===== src/rtl/atns_pkg.sv =====
// Types and constants of the alarm table and next-alarm scheduler.
// Depends on nothing; used by the table memory, the top level and the checker.
package atns_pkg;

	localparam logic [2:0] CMD_SET    = 3'd0;
	localparam logic [2:0] CMD_DELETE = 3'd1;
	localparam logic [2:0] CMD_SCHED  = 3'd2;
	localparam logic [2:0] CMD_DUP    = 3'd3;
	localparam logic [2:0] CMD_EXPIRY = 3'd4;
	localparam logic [2:0] CMD_READ   = 3'd5;

	localparam logic [1:0] MODE_OFF    = 2'd0;
	localparam logic [1:0] MODE_REPEAT = 2'd1;
	localparam logic [1:0] MODE_ONCE   = 2'd2;

	typedef struct packed {
		logic [2:0] cmd;
		logic [2:0] slot;
		logic [4:0] alarm_hour;
		logic [5:0] alarm_minute;
		logic [1:0] alarm_mode;
		logic [7:0] day_mask;
		logic [2:0] today;
		logic [4:0] now_hour;
		logic [5:0] now_minute;
	} req_t;

	typedef struct packed {
		logic       arm;
		logic [2:0] out_slot;
		logic [4:0] out_hour;
		logic [5:0] out_minute;
		logic [7:0] out_mask;
		logic [1:0] out_mode;
		logic       answer;
		logic [3:0] entries;
		logic       fault;
	} rsp_t;

	typedef struct packed {
		logic [4:0] hour;
		logic [5:0] minute;
		logic [1:0] mode;
		logic [7:0] mask;
	} entry_t;

endpackage


===== src/rtl/atns_store.sv =====
// Alarm table memory: one write port, one read port, registered read data.
// Depends on atns_pkg for the entry type.
module atns_store #(
	parameter int DEPTH = 8,
	parameter int AW    = 3
) (
	input  logic                clk,
	input  logic                we,
	input  logic [AW-1:0]       waddr,
	input  atns_pkg::entry_t    wdata,
	input  logic                re,
	input  logic [AW-1:0]       raddr,
	output atns_pkg::entry_t    rdata
);
	import atns_pkg::*;

	entry_t mem [DEPTH];
	entry_t rdata_q;

	always_ff @(posedge clk) begin
		if (we) begin
			mem[waddr] <= wdata;
		end
		if (re) begin
			rdata_q <= mem[raddr];
		end
	end

	assign rdata = rdata_q;

endmodule


===== src/rtl/alarm_table_next_alarm_scheduler_top.sv =====
// Top level of the alarm table and next-alarm scheduler.
// Depends on atns_pkg and atns_store.
//
// Usage: drive a command word on req and raise start; it is taken at a clock
// edge where start is high and busy is low. busy stays high while the command
// runs. The result word appears on rsp for exactly one cycle, marked by done;
// the receiver cannot stall it, so it must take the word in that cycle.
// Set, unknown and faulting commands finish without leaving the idle state. Read,
// and expiry with a one-shot pending, make one table read; expiry with nothing
// pending finishes from idle. The duplicate check scans the whole table; delete
// reads each entry after the slot and moves it one place down; schedule scans
// the table, then reads the chosen entry only when the choice is taken.
// The scans stream one table entry per cycle through the single read port of
// the table memory. Only one command is in flight at a time. Reset clears the
// count, the armed slot, the one-shot tracking and the first-alarm flag at once;
// the table contents are left as they are, and no command ever reads an entry
// that was not written.
module alarm_table_next_alarm_scheduler_top #(
	parameter int ALARMS = 8
) (
	input  logic           clk,
	input  logic           arst_n,
	input  logic           start,
	input  atns_pkg::req_t req,
	output logic           busy,
	output logic           done,
	output atns_pkg::rsp_t rsp
);
	import atns_pkg::*;

	localparam int IW = (ALARMS > 1) ? $clog2(ALARMS) : 1;
	localparam int CW = $clog2(ALARMS + 1);
	localparam int SW = (CW > 3) ? CW : 3;

	typedef enum logic [4:0] {
		S_IDLE = 5'b00001,
		S_SCAN = 5'b00010,
		S_PICK = 5'b00100,
		S_ARM  = 5'b01000,
		S_LOOK = 5'b10000
	} state_t;

	state_t        state_q;
	req_t          req_q;
	rsp_t          rsp_q;
	logic          done_q;
	logic [CW-1:0] count_q;
	logic [IW-1:0] armed_q;
	logic          once_pend_q;
	logic [IW-1:0] once_slot_q;
	logic          first_done_q;

	logic [CW-1:0] idx_q;
	logic [IW-1:0] idx_s1;
	logic          vld_s1;
	logic [10:0]   earl_key_q;
	logic [IW-1:0] earl_idx_q;
	logic [10:0]   lat_key_q;
	logic [IW-1:0] lat_idx_q;
	logic          have_lat_q;
	logic          dup_q;
	logic [IW-1:0] pick_q;

	logic          mem_we;
	logic [IW-1:0] mem_waddr;
	entry_t        mem_wdata;
	logic          mem_re;
	logic [IW-1:0] mem_raddr;
	entry_t        mem_rdata;

	logic          accept;
	logic          set_fault;
	logic          idx_fault;
	logic          start_fault;
	logic          finish;
	rsp_t          start_rsp;
	entry_t        set_entry;
	logic          scan_re;
	logic [10:0]   now_key;
	logic [10:0]   row_key;
	logic [IW-1:0] pick_id;
	logic          first_alarm;

	atns_store #(
		.DEPTH (ALARMS),
		.AW    (IW)
	) u_store (
		.clk   (clk),
		.we    (mem_we),
		.waddr (mem_waddr),
		.wdata (mem_wdata),
		.re    (mem_re),
		.raddr (mem_raddr),
		.rdata (mem_rdata)
	);

	assign accept    = start && (state_q == S_IDLE);
	assign set_fault = (SW'(req.slot) > SW'(count_q)) || (SW'(req.slot) >= SW'(ALARMS));
	assign idx_fault = SW'(req.slot) >= SW'(count_q);
	assign scan_re   = idx_q < count_q;
	assign now_key   = {req_q.now_hour, req_q.now_minute};
	assign row_key   = {mem_rdata.hour, mem_rdata.minute};
	assign pick_id   = have_lat_q ? lat_idx_q : earl_idx_q;
	assign first_alarm = (count_q == CW'(1)) && !first_done_q;

	// A zero weekday mask turns the alarm into a one-shot on today.
	always_comb begin
		set_entry.hour   = req.alarm_hour;
		set_entry.minute = req.alarm_minute;
		set_entry.mode   = req.alarm_mode;
		set_entry.mask   = req.day_mask;
		if (req.day_mask == 8'd0) begin
			set_entry.mode = MODE_ONCE;
			set_entry.mask = 8'(8'd1 << req.today);
		end
	end

	// Fault of a newly taken command, and whether the current cycle ends a command.
	always_comb begin
		start_fault = 1'b0;
		finish      = 1'b0;
		unique case (state_q)
			S_IDLE: begin
				case (req.cmd) inside
					CMD_SET: start_fault = set_fault;
					CMD_DELETE, CMD_READ: start_fault = idx_fault;
					CMD_SCHED: start_fault = (count_q == '0);
					default: start_fault = 1'b0;
				endcase
				if (accept) begin
					case (req.cmd) inside
						CMD_SET: finish = 1'b1;
						CMD_DELETE, CMD_READ, CMD_SCHED: finish = start_fault;
						CMD_DUP: finish = 1'b0;
						CMD_EXPIRY: finish = !once_pend_q;
						default: finish = 1'b1;
					endcase
				end
			end
			S_SCAN: finish = !vld_s1 && !scan_re && (req_q.cmd != CMD_SCHED);
			S_PICK: finish = !(first_alarm || (pick_id != armed_q));
			S_ARM:  finish = 1'b1;
			S_LOOK: finish = 1'b1;
			default: ;
		endcase
	end

	always_comb begin
		start_rsp       = '0;
		start_rsp.fault = start_fault;
	end

	always_comb begin
		mem_we    = 1'b0;
		mem_waddr = '0;
		mem_wdata = set_entry;
		mem_re    = 1'b0;
		mem_raddr = '0;
		unique case (state_q)
			S_IDLE: begin
				if (accept) begin
					case (req.cmd)
						CMD_SET: begin
							mem_we    = !set_fault;
							mem_waddr = IW'(req.slot);
						end
						CMD_EXPIRY: begin
							mem_re    = once_pend_q;
							mem_raddr = once_slot_q;
						end
						CMD_READ: begin
							mem_re    = !idx_fault;
							mem_raddr = IW'(req.slot);
						end
						default: ;
					endcase
				end
			end
			S_SCAN: begin
				mem_re    = scan_re;
				mem_raddr = idx_q[IW-1:0];
				// Delete moves the word just read one place down.
				if (req_q.cmd == CMD_DELETE && vld_s1) begin
					mem_we    = 1'b1;
					mem_waddr = idx_s1 - IW'(1);
					mem_wdata = mem_rdata;
				end
			end
			S_PICK: begin
				mem_re    = first_alarm || (pick_id != armed_q);
				mem_raddr = pick_id;
			end
			S_ARM: begin
				mem_we           = (mem_rdata.mode == MODE_ONCE);
				mem_waddr        = pick_q;
				mem_wdata        = mem_rdata;
				mem_wdata.mode   = MODE_OFF;
				mem_wdata.mask   = 8'd0;
			end
			S_LOOK: ;
			default: ;
		endcase
	end

	always_ff @(posedge clk or negedge arst_n) begin
		if (!arst_n) begin
			state_q      <= S_IDLE;
			done_q       <= 1'b0;
			count_q      <= '0;
			armed_q      <= '0;
			once_pend_q  <= 1'b0;
			once_slot_q  <= '0;
			first_done_q <= 1'b0;
			vld_s1       <= 1'b0;
		end else begin
			done_q <= finish;
			unique case (state_q)
				S_IDLE: begin
					if (accept) begin
						req_q      <= req;
						rsp_q      <= start_rsp;
						vld_s1     <= 1'b0;
						have_lat_q <= 1'b0;
						dup_q      <= 1'b0;
						idx_q      <= (req.cmd == CMD_DELETE) ?
						              CW'(req.slot) + CW'(1) : '0;
						case (req.cmd)
							CMD_SET: begin
								if (!set_fault && SW'(req.slot) == SW'(count_q)) begin
									count_q <= count_q + CW'(1);
								end
							end
							CMD_DELETE: begin
								if (!idx_fault) begin
									state_q <= S_SCAN;
								end
							end
							CMD_SCHED: begin
								if (count_q != '0) begin
									state_q <= S_SCAN;
								end
							end
							CMD_DUP: state_q <= S_SCAN;
							CMD_EXPIRY: begin
								if (once_pend_q) begin
									state_q <= S_LOOK;
								end
							end
							CMD_READ: begin
								if (!idx_fault) begin
									state_q <= S_LOOK;
								end
							end
							default: ;
						endcase
					end
				end
				S_SCAN: begin
					vld_s1 <= scan_re;
					idx_s1 <= idx_q[IW-1:0];
					if (scan_re) begin
						idx_q <= idx_q + CW'(1);
					end
					if (vld_s1) begin
						if (idx_s1 == '0 || row_key < earl_key_q) begin
							earl_key_q <= row_key;
							earl_idx_q <= idx_s1;
						end
						if (row_key > now_key && (!have_lat_q || row_key < lat_key_q)) begin
							lat_key_q  <= row_key;
							lat_idx_q  <= idx_s1;
							have_lat_q <= 1'b1;
						end
						if (SW'(idx_s1) != SW'(req_q.slot) &&
						    mem_rdata.hour == req_q.alarm_hour &&
						    mem_rdata.minute == req_q.alarm_minute) begin
							dup_q <= 1'b1;
						end
					end
					if (!vld_s1 && !scan_re) begin
						case (req_q.cmd)
							CMD_SCHED: state_q <= S_PICK;
							CMD_DELETE: begin
								count_q <= count_q - CW'(1);
								state_q <= S_IDLE;
							end
							default: begin
								rsp_q.answer <= dup_q;
								state_q      <= S_IDLE;
							end
						endcase
					end
				end
				S_PICK: begin
					if (first_alarm) begin
						first_done_q <= 1'b1;
					end
					if (first_alarm || pick_id != armed_q) begin
						pick_q  <= pick_id;
						state_q <= S_ARM;
					end else begin
						state_q <= S_IDLE;
					end
				end
				S_ARM: begin
					if (mem_rdata.mode == MODE_REPEAT || mem_rdata.mode == MODE_ONCE) begin
						rsp_q.arm        <= 1'b1;
						rsp_q.out_slot   <= 3'(pick_q);
						rsp_q.out_hour   <= mem_rdata.hour;
						rsp_q.out_minute <= mem_rdata.minute;
						rsp_q.out_mask   <= mem_rdata.mask;
						once_pend_q      <= (mem_rdata.mode == MODE_ONCE);
						if (mem_rdata.mode == MODE_ONCE) begin
							once_slot_q <= pick_q;
						end
					end
					armed_q <= pick_q;
					state_q <= S_IDLE;
				end
				S_LOOK: begin
					if (req_q.cmd == CMD_EXPIRY) begin
						rsp_q.answer <= (now_key >= row_key);
					end else begin
						rsp_q.out_slot   <= req_q.slot;
						rsp_q.out_hour   <= mem_rdata.hour;
						rsp_q.out_minute <= mem_rdata.minute;
						rsp_q.out_mask   <= mem_rdata.mask;
						rsp_q.out_mode   <= mem_rdata.mode;
					end
					state_q <= S_IDLE;
				end
				default: state_q <= S_IDLE;
			endcase
		end
	end

	assign busy = (state_q != S_IDLE);
	assign done = done_q;

	// The entry count is live, so the word shows the count after the command.
	always_comb begin
		rsp         = rsp_q;
		rsp.entries = 4'(count_q);
	end

endmodule


===== config.mk =====
export PLATFORM = sky130hd
export DESIGN_NAME = alarm_table_next_alarm_scheduler_top
export DESIGN_NICKNAME = d
export VERILOG_FILES = /design/src/rtl/atns_pkg.sv /design/src/rtl/atns_store.sv /design/src/rtl/alarm_table_next_alarm_scheduler_top.sv
export SDC_FILE = /design/constraint.sdc
export NUM_CORES = 1
export LEC_CHECK = 0
export ABC_CLOCK_PERIOD_IN_PS = 4500
export BUFFER_PORTS_ARGS = -buffer_cell sky130_fd_sc_hd__buf_2
export CORE_ASPECT_RATIO = 1.75
export CORE_MARGIN = 2
export CORE_UTILIZATION = 55
export DETAILED_ROUTE_END_ITERATION = 6
export PLACE_DENSITY = 0.76
export SKIP_CTS_REPAIR_TIMING = 1
export SYNTH_ARGS = -nofsm -noshare
export SYNTH_HDL_FRONTEND = slang
export SYNTH_SLANG_ARGS = --single-unit
export TNS_END_PERCENT = 100

===== constraint.sdc =====
create_clock -name clk -period 4.5 [get_ports clk]
set_clock_uncertainty 0.2 [all_clocks]
set_input_delay 0.225 -clock clk [delete_from_list [all_inputs] [get_ports clk]]
set_output_delay 0.225 -clock clk [all_outputs]
set_load 0.05 [all_outputs]

# Word level (Yosys, flattened, before mapping)
# Memory sizes are Yosys's and may differ from the RTL's. A register that Yosys moved wholly into a read port is not among the register bits.
# Cells that the tools add are included.
# word_totals
ff_bits	114
ramBits	168
inputBits	44
out_inout_bits	33
wordCells	206
n_memories	1
# op_classes
n_addsub	5
order_cmp	7
n_eq_ne	41
shifts	1
n_mux	67
reduce_logical	53
# memory_table
memory	depth	word_bits	rd	rd_ports_with_merged_regs	wr	line_no	text
u_store.mem	8	21	1	1	1	atns_store.sv:17	entry_t mem [DEPTH];
# op_table
operator	count
$pmux 22 s3	1
$pmux 21 s2	1
$mux 4	9
$mux 31	1
$mux 5	6
$pmux 5 s5	1
$mux 24	1
$mux 23	1
$lt 11x11->1	2
$mux 1	22
$ne 2x2->1 const B	11
$mux 21	1
$reduce_and 4->1	5
$mux 3	6
$pmux 3 s3	2
$pmux 4 s2	2
$pmux 5 s3	1
$reduce_and 5->1	3
$reduce_and 6->1	2
$ge 11x11->1	1
$gt 11x11->1	1
$mux 10	1
$pmux 1 s2	5
$eq 3x2->1 const B	3
other kinds (45)	85

# Logic depth before layout (Yosys ltp)
# Gate-level depths: netlist (run 1).
# depth
word_depth	8
ltp_mapped	9
ltp_nobuf	8

# Cells and area by module
# A second synthesis (run 1) with hierarchy kept.
# hier_totals
cells_unflattened	808
hier_area_um2	13269.0
# by_module_without_submodules
module	instances	cells_per_inst	area_per_inst_um2	seq_area_each_um2
atns_store	1	277	7149.4	5675.4
alarm_table_next_alarm_scheduler_top	1	531	6119.6	3329.4

# Worst setup path before layout (run 1)
# Ideal clock, no wire load.
# synth_path
path_type	reg-to-reg
from	register, netlist name u_store.rdata[11]
to	register have_lat_q, enable pin
setup_ns	0.301
t_arrival_ns	4.067
required_ns	3.999
slack_ns	-0.068
stages_incl_launch_ff	9
n_path_buf	0
period_less_slack_ns	4.568
cell_sequence	edfxtp_1 > inv_1 > ha_1 > nor2b_1 > o21ai_0 > a21oi_1 > o22a_1 > a2111oi_0 > or2_2
# synth_between
elab_chain_cells	5
elab_cells_between_ends	6
classes_between	order compare (2); eq/ne (1); reduce/logical (3)
# synth_lines
item	line_no	text
$lt 11x11->1	alarm_table_next_alarm_scheduler_top.sv:269	if (row_key > now_key && (!have_lat_q || row_key < lat_key_q)) begin
$logic_or 1x1->1	alarm_table_next_alarm_scheduler_top.sv:269	
$logic_and 1x1->1 (*)	alarm_table_next_alarm_scheduler_top.sv:269	
$ne 2x2->1 (no line) (*)	--	
$reduce_and 5->1 (no line) (*)	--	
end signal: assignment	alarm_table_next_alarm_scheduler_top.sv:223	have_lat_q <= 1'b0;
end signal: assignment	alarm_table_next_alarm_scheduler_top.sv:272	have_lat_q <= 1'b1;
end: declaration	alarm_table_next_alarm_scheduler_top.sv:60	logic have_lat_q;
# Mark *: on every way between the ends. The rest lies on a longest branch, timed or not.
# A chain may end at the register's enable or synchronous reset.

# Final worst setup path (run 1)
# layout_path
from	register state_q[4]
to	register rsp_q, in the netlist rsp[21], enable pin
# layout_between
elab_chain_cells	4
elab_cells_between_ends	9
classes_between	eq/ne (6); reduce/logical (3)
# layout_lines
item	line_no	text
start: declaration	alarm_table_next_alarm_scheduler_top.sv:43	state_t state_q;
start signal: assignment	alarm_table_next_alarm_scheduler_top.sv:207	state_q <= S_IDLE;
start signal: assignment	alarm_table_next_alarm_scheduler_top.sv:235	state_q <= S_SCAN;
start signal: assignment	alarm_table_next_alarm_scheduler_top.sv:240	state_q <= S_SCAN;
$eq 5x1->1	alarm_table_next_alarm_scheduler_top.sv:97, alarm_table_next_alarm_scheduler_top.sv:217	
$logic_and 1x1->1	alarm_table_next_alarm_scheduler_top.sv:97	assign accept = start && (state_q == S_IDLE);
$ne 2x2->1 (no line)	--	
$reduce_and 5->1 (no line) (*)	--	
end signal: assignment	alarm_table_next_alarm_scheduler_top.sv:221	rsp_q <= start_rsp;
end: declaration	alarm_table_next_alarm_scheduler_top.sv:45	rsp_t rsp_q;
# Marked as above.

==> flow_metrics.env, run 1 <==
export IMPL_slew_violations=0
export IMPL_stdcell_count=1346
export IMPL_cts_root_buffer="clkbuf_16"
export IMPL_status="completed"
export IMPL_crit_arrival_ns=3.59
export IMPL_cap_violations=0
export IMPL_die_y_um=210.1
export IMPL_synth_seq_cells=303
export IMPL_drt_iter0_markers=684
export IMPL_synth_top_cell_area_share_pct=63.88
export IMPL_cpMaxStageDelayCell="or3b_1"
export IMPL_synthMostInstantiatedCell="edfxtp_1"
export IMPL_grt_start_max_net_pins=85
export IMPL_rsz0062_at_grt="no"
export IMPL_cts_tree="done"
export IMPL_relSlewSlack_pct=22.67
export IMPL_syn_area_mm2=0.01335
export IMPL_syn_area_per_cell_um2=14.95
export IMPL_ir_worst_vdd_mv=0.2583
export IMPL_crit_path_cell_trace="or3_1 -> or3b_1 -> inv_2 -> nand2b_1 -> a31oi_2 -> buf_4"
export IMPL_drive_gt1_share_pct=21.48
export IMPL_gp_congestion=0.8226
export IMPL_synth_cells=893
export IMPL_viasPerCell=5.920
export IMPL_cts_max_level=1
export IMPL_grt_overflow_total=0
export IMPL_synth_edf_count=284
export IMPL_timing_hold_violations_final=0
export IMPL_nets=1109
export IMPL_vias=7968
export IMPL_setup_tns_ns=0
export IMPL_drtPass1Iterations=5
export IMPL_antenna_found_initial=0
export IMPL_leakage_uw=0.005708
export IMPL_hp_class="in2async"
export IMPL_fin_ws_ns=0.9530
export IMPL_fin_crit_ns=3.547
export IMPL_synth_common_cells="284 x edfxtp_1, 54 x nand2_1, 50 x nor2_1, 47 x ha_1, 45 x inv_1"
export IMPL_clk_pin_slew_ns=0.07
export IMPL_area_growth_synth_to_final_pct=14.39
export IMPL_place_ws_ns=0.9515
export IMPL_track_usage_pct=22.42
export IMPL_grt_pass1_vias=8167
export IMPL_yosys_warnings=0
export IMPL_synthTopCellsByArea="edfxtp_1 64%, ha_1 4.4%, mux2_1 3.5%"
export IMPL_ant_nets=0
export IMPL_startpoint_type="register"
export IMPL_synth_cell_types=67
export IMPL_synthesis_nets=984
export IMPL_worst_path_largest_cell_delay_ns=0.70
export IMPL_clk_insertion_delay_late_ns=0.55
export IMPL_clockBufferDepth=3
export IMPL_cts_sink_count=303
export IMPL_setup_worst_path_end_class="register"
export IMPL_ys_seq_area_share_pct=67.45
export IMPL_antennaDiodeCount=0
export IMPL_holdWs_ns=0.01825
export IMPL_dp_cells=1269
export IMPL_cts_inserted_buffers=26
export IMPL_finalCritPeriodShare_pct=78.82
export IMPL_num_rows=75
export IMPL_power_uw=6579
export IMPL_synth_async_reset_ratio_pct=6.271
export IMPL_synth_ff_type="edfxtp_1"
export IMPL_ioPinCount=77
export IMPL_crit_required_ns=4.54
export IMPL_max_freq_mhz=281.9
export IMPL_crit_path_max_fanout=17
export IMPL_dieArea_mm2=0.02558
export IMPL_finalSetupViolations=0
export IMPL_start_util_pct=55.79
export IMPL_drc=0
export IMPL_critPathKind="reg2reg"
export IMPL_wl_per_cell_um=21.58
export IMPL_routed_wl_mm=29.05
export IMPL_io_buffers=76
export IMPL_place_hpwl_mm=19.19
export IMPL_die_x_um=121.8
export IMPL_yosys_area_top_type="edfxtp_1"
export IMPL_grt_pass1_wl_mm=43.65
export IMPL_core_mm2=0.02393
export IMPL_tightest_slew_ns=1.157
export IMPL_power_density_mw_per_mm2=430.8
==> flip-flops by register name, indices dropped and copies added (netlist names), 5 cells and up <==
name	count
u_store.mem	168
rsp	27
u_store.rdata	21
req_q	17
earl_key_q	11
lat_key_q	11
now_key	11
state_q	5
==> placed cells by master (no fill, tap or decap), drive strengths merged, types with 5 or more instances in the layout <==
master       Yosys  routed
xnor2           18      18
nor3             8       8
nor2b           12      12
o22ai           24      24
ha              47      47
dfrtp           18      18
a31oi            6       6
mux2i           24      24
buf             17      97
edfxtp         284     284
nand2b          11      11
o21ai           25      25
dlygate4sd3      0      29
clkinv           0      13
clkbuf          12      30
a211oi          23      23
and2            14      14
nand4            8       8
a21oi           34      34
xor2             5       5
nand3            8       8
inv             47      47
nand2           55      55
mux2            82      82
nor2            50      50
==> where the power goes <==
group	switching [µW]	total, µW	internal [µW]
Combinational	666	973	308
Sequential	96.3	3340	3250
Clock	993	2260	1270
==> worst paths after layout <==
check / startpoint / to / slack (ns) / depth (start not counted)
worst max register to register: state_q[4] / rsp[21] / 0.95 / 6
min in group clk: start / done / 0.06 / 4
worst min-delay path: arst_n / count_q[0] / 0.02 / 3
worst max-delay path: state_q[4] / rsp[21] / 0.95 / 6
worst min register to register: first_done_q / first_done_q / 0.29 / 1
max in group asynchronous: arst_n / state_q[0] / 3.79 / 3
==> critical path, delay by kind of cell (launching register included) <==
kind / cells / cell delay, ns
compound gates: 1 / 0.65
simple gates: 3 / 1.30
buf+inv: 2 / 0.65
flops: 1 / 0.43
==> per-layer routing <==
metal	share of wire (%)	global-route usage, %	wire length (µm)	up-vias
li1	-	-	-	3641
met1	37	25.79	10810	3987
met2	54	40.59	15600	266
met3	4.5	2.733	1299	74
met4	4.6	11.18	1336	0
met5	0	0	0	-
==> per-stage QoR <==
stage                     util, %  instance area (µm²)
after floorplan                 -                13350
after global placement      59.02                14120
after detailed placement    59.02                14120
after CTS                   62.60                14980
after global routing        63.82                15270
final                       63.82                15270
==> cell families after synthesis <==
family          synth area share (%)
compound gates                 7.910
xor+xnor                       1.509
fa+ha+maj                      4.405
buf+inv                        2.868
flops                          67.45
mux                            8.744
simple gates                   7.113
==> final cells by class <==
class | instances | area [µm²]
clock buffer | 30 | 686.9
clock inverter | 18 | 171.4
fill | 1712 | 8658
inverter | 47 | 176.4
multi-input combinational | 514 | 4005
sequential | 303 | 9005
tap | 308 | 385.4
timing repair buffer | 126 | 840.8
Note: power is estimated with default switching activity, not from simulation.
==> inputs of run 2 (changes only) <==
- ABC_CLOCK_PERIOD_IN_PS: 4500 -> 3300
- CORE_UTILIZATION: 55 -> 61
- PLACE_DENSITY: 0.76 -> 0.8
- clock period: 4.5 -> 3.3 ns (I/O delays scaled with it)
==> run 2 against run 1 <==
  * The flow now finishes with violations (hold timing)
  * Critical path depth is 1 higher
  * Final cell count is 0.59% higher
  * Critical endpoint is now u_store.rdata[10]
  * Sequential power is 36% higher
  * Total power is 36% higher
  * Global-route usage is 3.1 points higher
  * Routed wire length is 1.7% higher
  * Utilization is 8.0 points higher
  * Sequential share of layout area is 0.67 points lower
  * Largest power group unchanged
==> flow_metrics.env, run 2 (synthesis results as in run 1) <==
export IMPL_status="finished, violations left"
export IMPL_violations="hold timing"
export IMPL_antennaDiodeCount=0
export IMPL_ir_worst_vdd_mv=0.4592
export IMPL_crit_path_max_fanout=15
export IMPL_cap_violations=0
export IMPL_io_buffers=76
export IMPL_gp_congestion=0.9071
export IMPL_grt_overflow_total=0
export IMPL_finalCritPeriodShare_pct=92.73
export IMPL_timing_hold_violations_final=18
export IMPL_cts_sink_count=303
export IMPL_ioPinCount=77
export IMPL_final_cell_mix="284 x edfxtp_1, 76 x buf_2, 54 x nand2_1, 47 x ha_1, 45 x inv_1"
export IMPL_nets=1135
export IMPL_startpoint_type="register"
export IMPL_clk_pin_slew_ns=0.06
export IMPL_dp_cells=1277
export IMPL_tightest_slew_ns=0.8443
export IMPL_comb_power_share_pct=15.9
export IMPL_swShare_pct=26.66
export IMPL_rsz0062_at_grt="no"
export IMPL_highest_layer="met4"
export IMPL_worst_path_largest_cell_delay_ns=0.52
export IMPL_clkPwrFrac_pct=33.2
export IMPL_routed_wl_mm=29.53
export IMPL_sequentialPowerShare_pct=50.9
export IMPL_crit_required_ns=3.46
export IMPL_critPathKind="reg2reg"
export IMPL_antenna_found_initial=0
export IMPL_area_growth_synth_to_final_pct=15.70
export IMPL_drive_gt1_share_pct=22.69
export IMPL_die_x_um=115.8
export IMPL_drt_iter0_markers=647
export IMPL_hp_class="in2async"
export IMPL_regMostFlops="u_store.mem"
export IMPL_final_common_cell="edfxtp_1"
export IMPL_start_util_pct=62.10
export IMPL_place_ws_ns=0.1031
export IMPL_wl_met3_mm=1.302
export IMPL_fin_ws_ns=0.2399
export IMPL_switchingPower_uw=2380
export IMPL_grt_pass1_wl_mm=44.25
export IMPL_m1WireLength_mm=11.05
export IMPL_setup_worst_path_end_class="register"
export IMPL_cpMaxStageDelayCell="mux2i_1"
export IMPL_cts_tree="done"
export IMPL_wl_per_cell_um=21.81
export IMPL_fin_crit_ns=3.060
export IMPL_crit_arrival_ns=3.22
export IMPL_grt_pass1_vias=8328
export IMPL_cts_inserted_buffers=27
export IMPL_path_delay_family="compound AO/OA/AOI/OAI gates"
export IMPL_crit_path_cell_trace="mux2i_1 -> nor3_1 -> a221oi_1 -> nand2b_1 -> buf_4 -> o22ai_1 -> a211oi_2"
export IMPL_nFillCells=1402
export IMPL_relSlewSlack_pct=43.12
export IMPL_track_usage_pct=25.57
export IMPL_num_rows=71
export IMPL_cts_root_buffer="clkbuf_16"
export IMPL_holdWs_ns=-0.02748
export IMPL_viasPerCell=5.956
export IMPL_drc=0
export IMPL_ant_nets=0
export IMPL_place_hpwl_mm=19.65
export IMPL_finalSetupViolations=0
export IMPL_clk_insertion_delay_late_ns=0.54
export IMPL_clockBufferDepth=3
export IMPL_cts_max_level=1
export IMPL_leakage_uw=0.005812
export IMPL_slew_violations=0
export IMPL_stdcell_count=1354
export IMPL_p_int_uw=6547
export IMPL_dieArea_mm2=0.02313
export IMPL_power_density_mw_per_mm2=577.9
export IMPL_largest_reg_flops=168
export IMPL_grt_start_max_net_pins=57
export IMPL_critical_path_buf_inv_count=1
export IMPL_core_mm2=0.02150
export IMPL_vias=8065
export IMPL_max_freq_mhz=326.8
export IMPL_route_met2_wl_mm=15.98
export IMPL_drtPass1Iterations=5
export IMPL_die_y_um=199.7
## run 2: cell types whose count changed in the layout (fill, tap and decap cells not counted), moves of 2 or more
cell      previous run  this run
clkinv_1             5         7
clkinv_2             6         4
buf_4               20        42
buf_12               1         3
clkinv_4             2         0
clkbuf_1             3         6
## run 2: power groups by stage
stage | combinational, µW | sequential (µW) | clock (µW)
final | 1420 | 4540 | 2970
after global routing | 1520 | 4560 | 3140
after CTS | 1380 | 4540 | 3010
after detailed placement | 1370 | 4620 | 0
after global placement | 1350 | 4610 | 0
after floorplan | 671 | 4880 | 0
## run 2: cell type report
class                      count  area, µm²  area share, %
inverter                      47      176.4          1.142
clock buffer                  33      698.2          4.520
timing repair buffer         151       1056          6.837
clock inverter                14      113.9         0.7371
sequential                   303       9005          58.30
multi-input combinational    514       4031          26.10
tap                          292      365.4          2.365
## run 2: routing by layer
layer / track usage, % / up-vias
met1: 28.71 / 4023
met5: 0 / -
met2: 47.52 / 267
met4: 12.08 / 0
met3: 3.124 / 83
li1: - / 3692
## run 2: tightest hold or removal path, cell delays in order
cell           delay [ns]
dlygate4sd3_1        0.52
buf_2                0.12
buf_4                0.31
## run 2: path summary, 6_finish.rpt
check	startpoint	to	slack (ns)	cells past startpoint
max	have_lat_q	u_store.rdata[10]	0.24	7
min	arst_n	count_q[1]	-0.03	3
max reg2reg	have_lat_q	u_store.rdata[10]	0.24	7
min reg2reg	armed_q[2]	armed_q[2]	0.31	2
max in group asynchronous	arst_n	state_q[0]	2.63	3
min in group clk	req[22]	u_store.mem[6][8]	0.03	2
## run 2: per-stage QoR
stage	instance area, µm²	TNS (ns)	util, %	total power [µW]	hold slack (ns)
2_1_floorplan	13370	-11.03	-	5552	-0.3306
3_3_place_gp	14320	0	66.61	5957	0.02018
3_5_place_dp	14320	0	66.61	5988	0.01661
4_1_cts	15130	0	70.39	8928	-0.5581
5_1_grt	15450	0	71.85	9218	0.008115
6_report	15450	0	71.85	8927	-0.02748
==> inputs of run 3 (changes only) <==
- ABC_CLOCK_PERIOD_IN_PS: 3300 -> 3100
- SETUP_SLACK_MARGIN: unset -> 0.2
- clock period: 3.3 -> 3.1 ns (I/O delays scaled with it)
==> run 3 against run 2 <==
  * The flow still finishes with violations (hold timing)
  * Register-to-register slack better by 0.05 ns
  * Clock power up 9.4%
  * Clock-buffer cell count down 5
  * Total power up 7.8%
  * Non-clock buffer count up 9
  * Utilization up 1.6 points
  * Routed wire length up 3.0%
  * Via count up 2.0%
  * Sequential share of layout area down 1.3 points
==> flow_metrics.env, run 3 (synthesis results as in run 1) <==
export IMPL_crit_path_max_fanout=21
export IMPL_worst_path_largest_cell_delay_ns=0.53
export IMPL_cts_max_level=1
export IMPL_finalSetupViolations=0
export IMPL_switchingPower_uw=2569
export IMPL_power_density_mw_per_mm2=609.2
export IMPL_rsz0062_at_grt="yes"
export IMPL_io_buffers=76
export IMPL_drive_gt1_share_pct=25.07
export IMPL_core_mm2=0.02150
export IMPL_final_common_cell="edfxtp_1"
export IMPL_violations="hold timing"
export IMPL_place_ws_ns=0.1788
export IMPL_final_core_util_pct=73.48
export IMPL_vias=8225
export IMPL_clk_pin_slew_ns=0.07
export IMPL_cts_sink_count=303
export IMPL_tightest_slew_ns=0.8642
export IMPL_nets=1144
export IMPL_num_rows=71
export IMPL_nFillCells=1369
export IMPL_antenna_found_initial=1
export IMPL_regMostFlops="u_store.mem"
export IMPL_drt_iter0_markers=786
export IMPL_fin_ws_ns=0.2855
export IMPL_holdWs_ns=-0.01265
export IMPL_cts_tree="done"
export IMPL_fin_crit_ns=2.814
export IMPL_r2r_start="req_q[39]"
export IMPL_slew_violations=0
export IMPL_gp_congestion=0.9102
export IMPL_crit_path_cell_trace="or3b_2 -> nor4_4 -> buf_12 -> nor2b_2 -> a221o_1 -> nand2_2 -> nor2_4 -> buf_12"
export IMPL_finalCritPeriodShare_pct=90.79
export IMPL_grt_start_max_net_pins=31
export IMPL_viasPerCell=6.026
export IMPL_swShare_pct=26.70
export IMPL_cts_root_buffer="clkbuf_16"
export IMPL_place_hpwl_mm=19.81
export IMPL_crit_arrival_ns=2.85
export IMPL_hp_class="in2reg"
export IMPL_p_int_uw=7054
export IMPL_ioPinCount=77
export IMPL_ir_worst_vdd_mv=0.5242
export IMPL_routed_wl_mm=30.40
export IMPL_max_freq_mhz=355.3
export IMPL_ff_latch_area_mm2=0.009010
export IMPL_cts_inserted_buffers=27
export IMPL_status="finished, violations left"
export IMPL_path_common_cell="buf_12"
export IMPL_largest_reg_flops=168
export IMPL_crit_start="req_q[39]"
export IMPL_clockBufferDepth=3
export IMPL_startpoint_type="register"
export IMPL_drtPass1Iterations=5
export IMPL_multi_input_area_mm2=0.004113
export IMPL_grt_overflow_total=0
export IMPL_track_usage_pct=25.90
export IMPL_cpMaxStageDelayCell="or3b_2"
export IMPL_ant_nets=0
export IMPL_timing_hold_violations_final=1
export IMPL_area_growth_synth_to_final_pct=18.33
export IMPL_fin_area_mm2=0.01580
export IMPL_placed_area_mm2=0.01454
export IMPL_drc=0
export IMPL_dieArea_mm2=0.02313
export IMPL_relSlewSlack_pct=41.78
export IMPL_sequentialPowerShare_pct=50.3
export IMPL_setup_worst_path_end_class="register"
export IMPL_r2r_end="u_store.mem[4][14]"
export IMPL_setup_tns_ns=0
export IMPL_crit_required_ns=3.14
export IMPL_antennaDiodeCount=0
export IMPL_clk_insertion_delay_late_ns=0.54
export IMPL_grt_pass1_vias=8135
export IMPL_comb_power_share_pct=15.9
export IMPL_final_cell_mix="284 x edfxtp_1, 76 x buf_2, 51 x nand2_1, 47 x ha_1, 45 x inv_1"
export IMPL_die_x_um=115.8
export IMPL_crit_end="u_store.mem[4][14]"
export IMPL_dp_cells=1281
export IMPL_r2r_cells=8
export IMPL_wl_per_cell_um=22.27
export IMPL_grt_pass1_wl_mm=44.71
export IMPL_critPathKind="reg2reg"
export IMPL_die_y_um=199.7
export IMPL_stdcell_count=1365
export IMPL_r2r_slack_ns=0.29
export IMPL_clkPwrFrac_pct=33.8
export IMPL_leakage_uw=0.005951
export IMPL_cap_violations=0
export IMPL_start_util_pct=62.10
==> run 3: cell types whose count changed in the layout (fill, tap and decap cells not counted), moves of 4 or more <==
cell	delta
nor2_4	+8
clkbuf_1	-5
nor2_2	-8
buf_12	+11
dfrtp_2	+4
dfrtp_1	-4
==> run 3: critical path: cells and delay by family (launching register included) <==
family | cells | cell delay, ns
AND/OR/NAND/NOR | 5 | 1.35
AO/OA/AOI/OAI | 1 | 0.20
buffers and inverters | 2 | 0.36
flip-flops | 1 | 0.39
==> run 3: worst min path at each step <==
stage / slack, ns / end / cells after the start / from
after detailed placement: 0.1 / count_q[3] / 2 / arst_n
final: -0.01 / vld_s1 / 3 / start
after floorplan: -0.34 / armed_q[0] / 0 / arst_n
after global routing: 0.02 / vld_s1 / 3 / start
after global placement: 0.09 / count_q[3] / 2 / arst_n
after CTS: -0.47 / count_q[3] / 2 / arst_n
==> run 3: power groups by stage <==
stage               Clock (µW)  Combinational [µW]  Sequential (µW)
CTS                       3300                1470             4840
finish                    3250                1530             4840
detailed placement           0                1460             4920
global route              3450                1650             4860
global placement             0                1430             4920
floorplan                    0                 723             5200
==> run 3: through the flow <==
stage               power (µW)  hold WS [ns]
finish                    9624      -0.01265
global route              9961       0.01743
CTS                       9607       -0.4662
detailed placement        6386       0.09807
global placement          6349       0.09432
floorplan                 5923       -0.3406
==> run 3: cell type report <==
type                            count  area share [%]
Clock buffer                       28           4.301
Clock inverter                     21           1.109
Inverter                           47           1.133
Multi-Input combinational cell    514           26.03
Sequential cell                   303           57.03
Tap cell                          292           2.313
Timing Repair Buffer              160           8.079
==> run 3: routing by layer <==
metal / track usage, % / routed length [µm] / vias to the layer above
li1: - / - / 3713
met1: 31.15 / 11170 / 4110
met2: 47.07 / 16590 / 317
met3: 2.669 / 1502 / 83
met4: 10.80 / 1121 / 2
met5: 0 / 11 / -
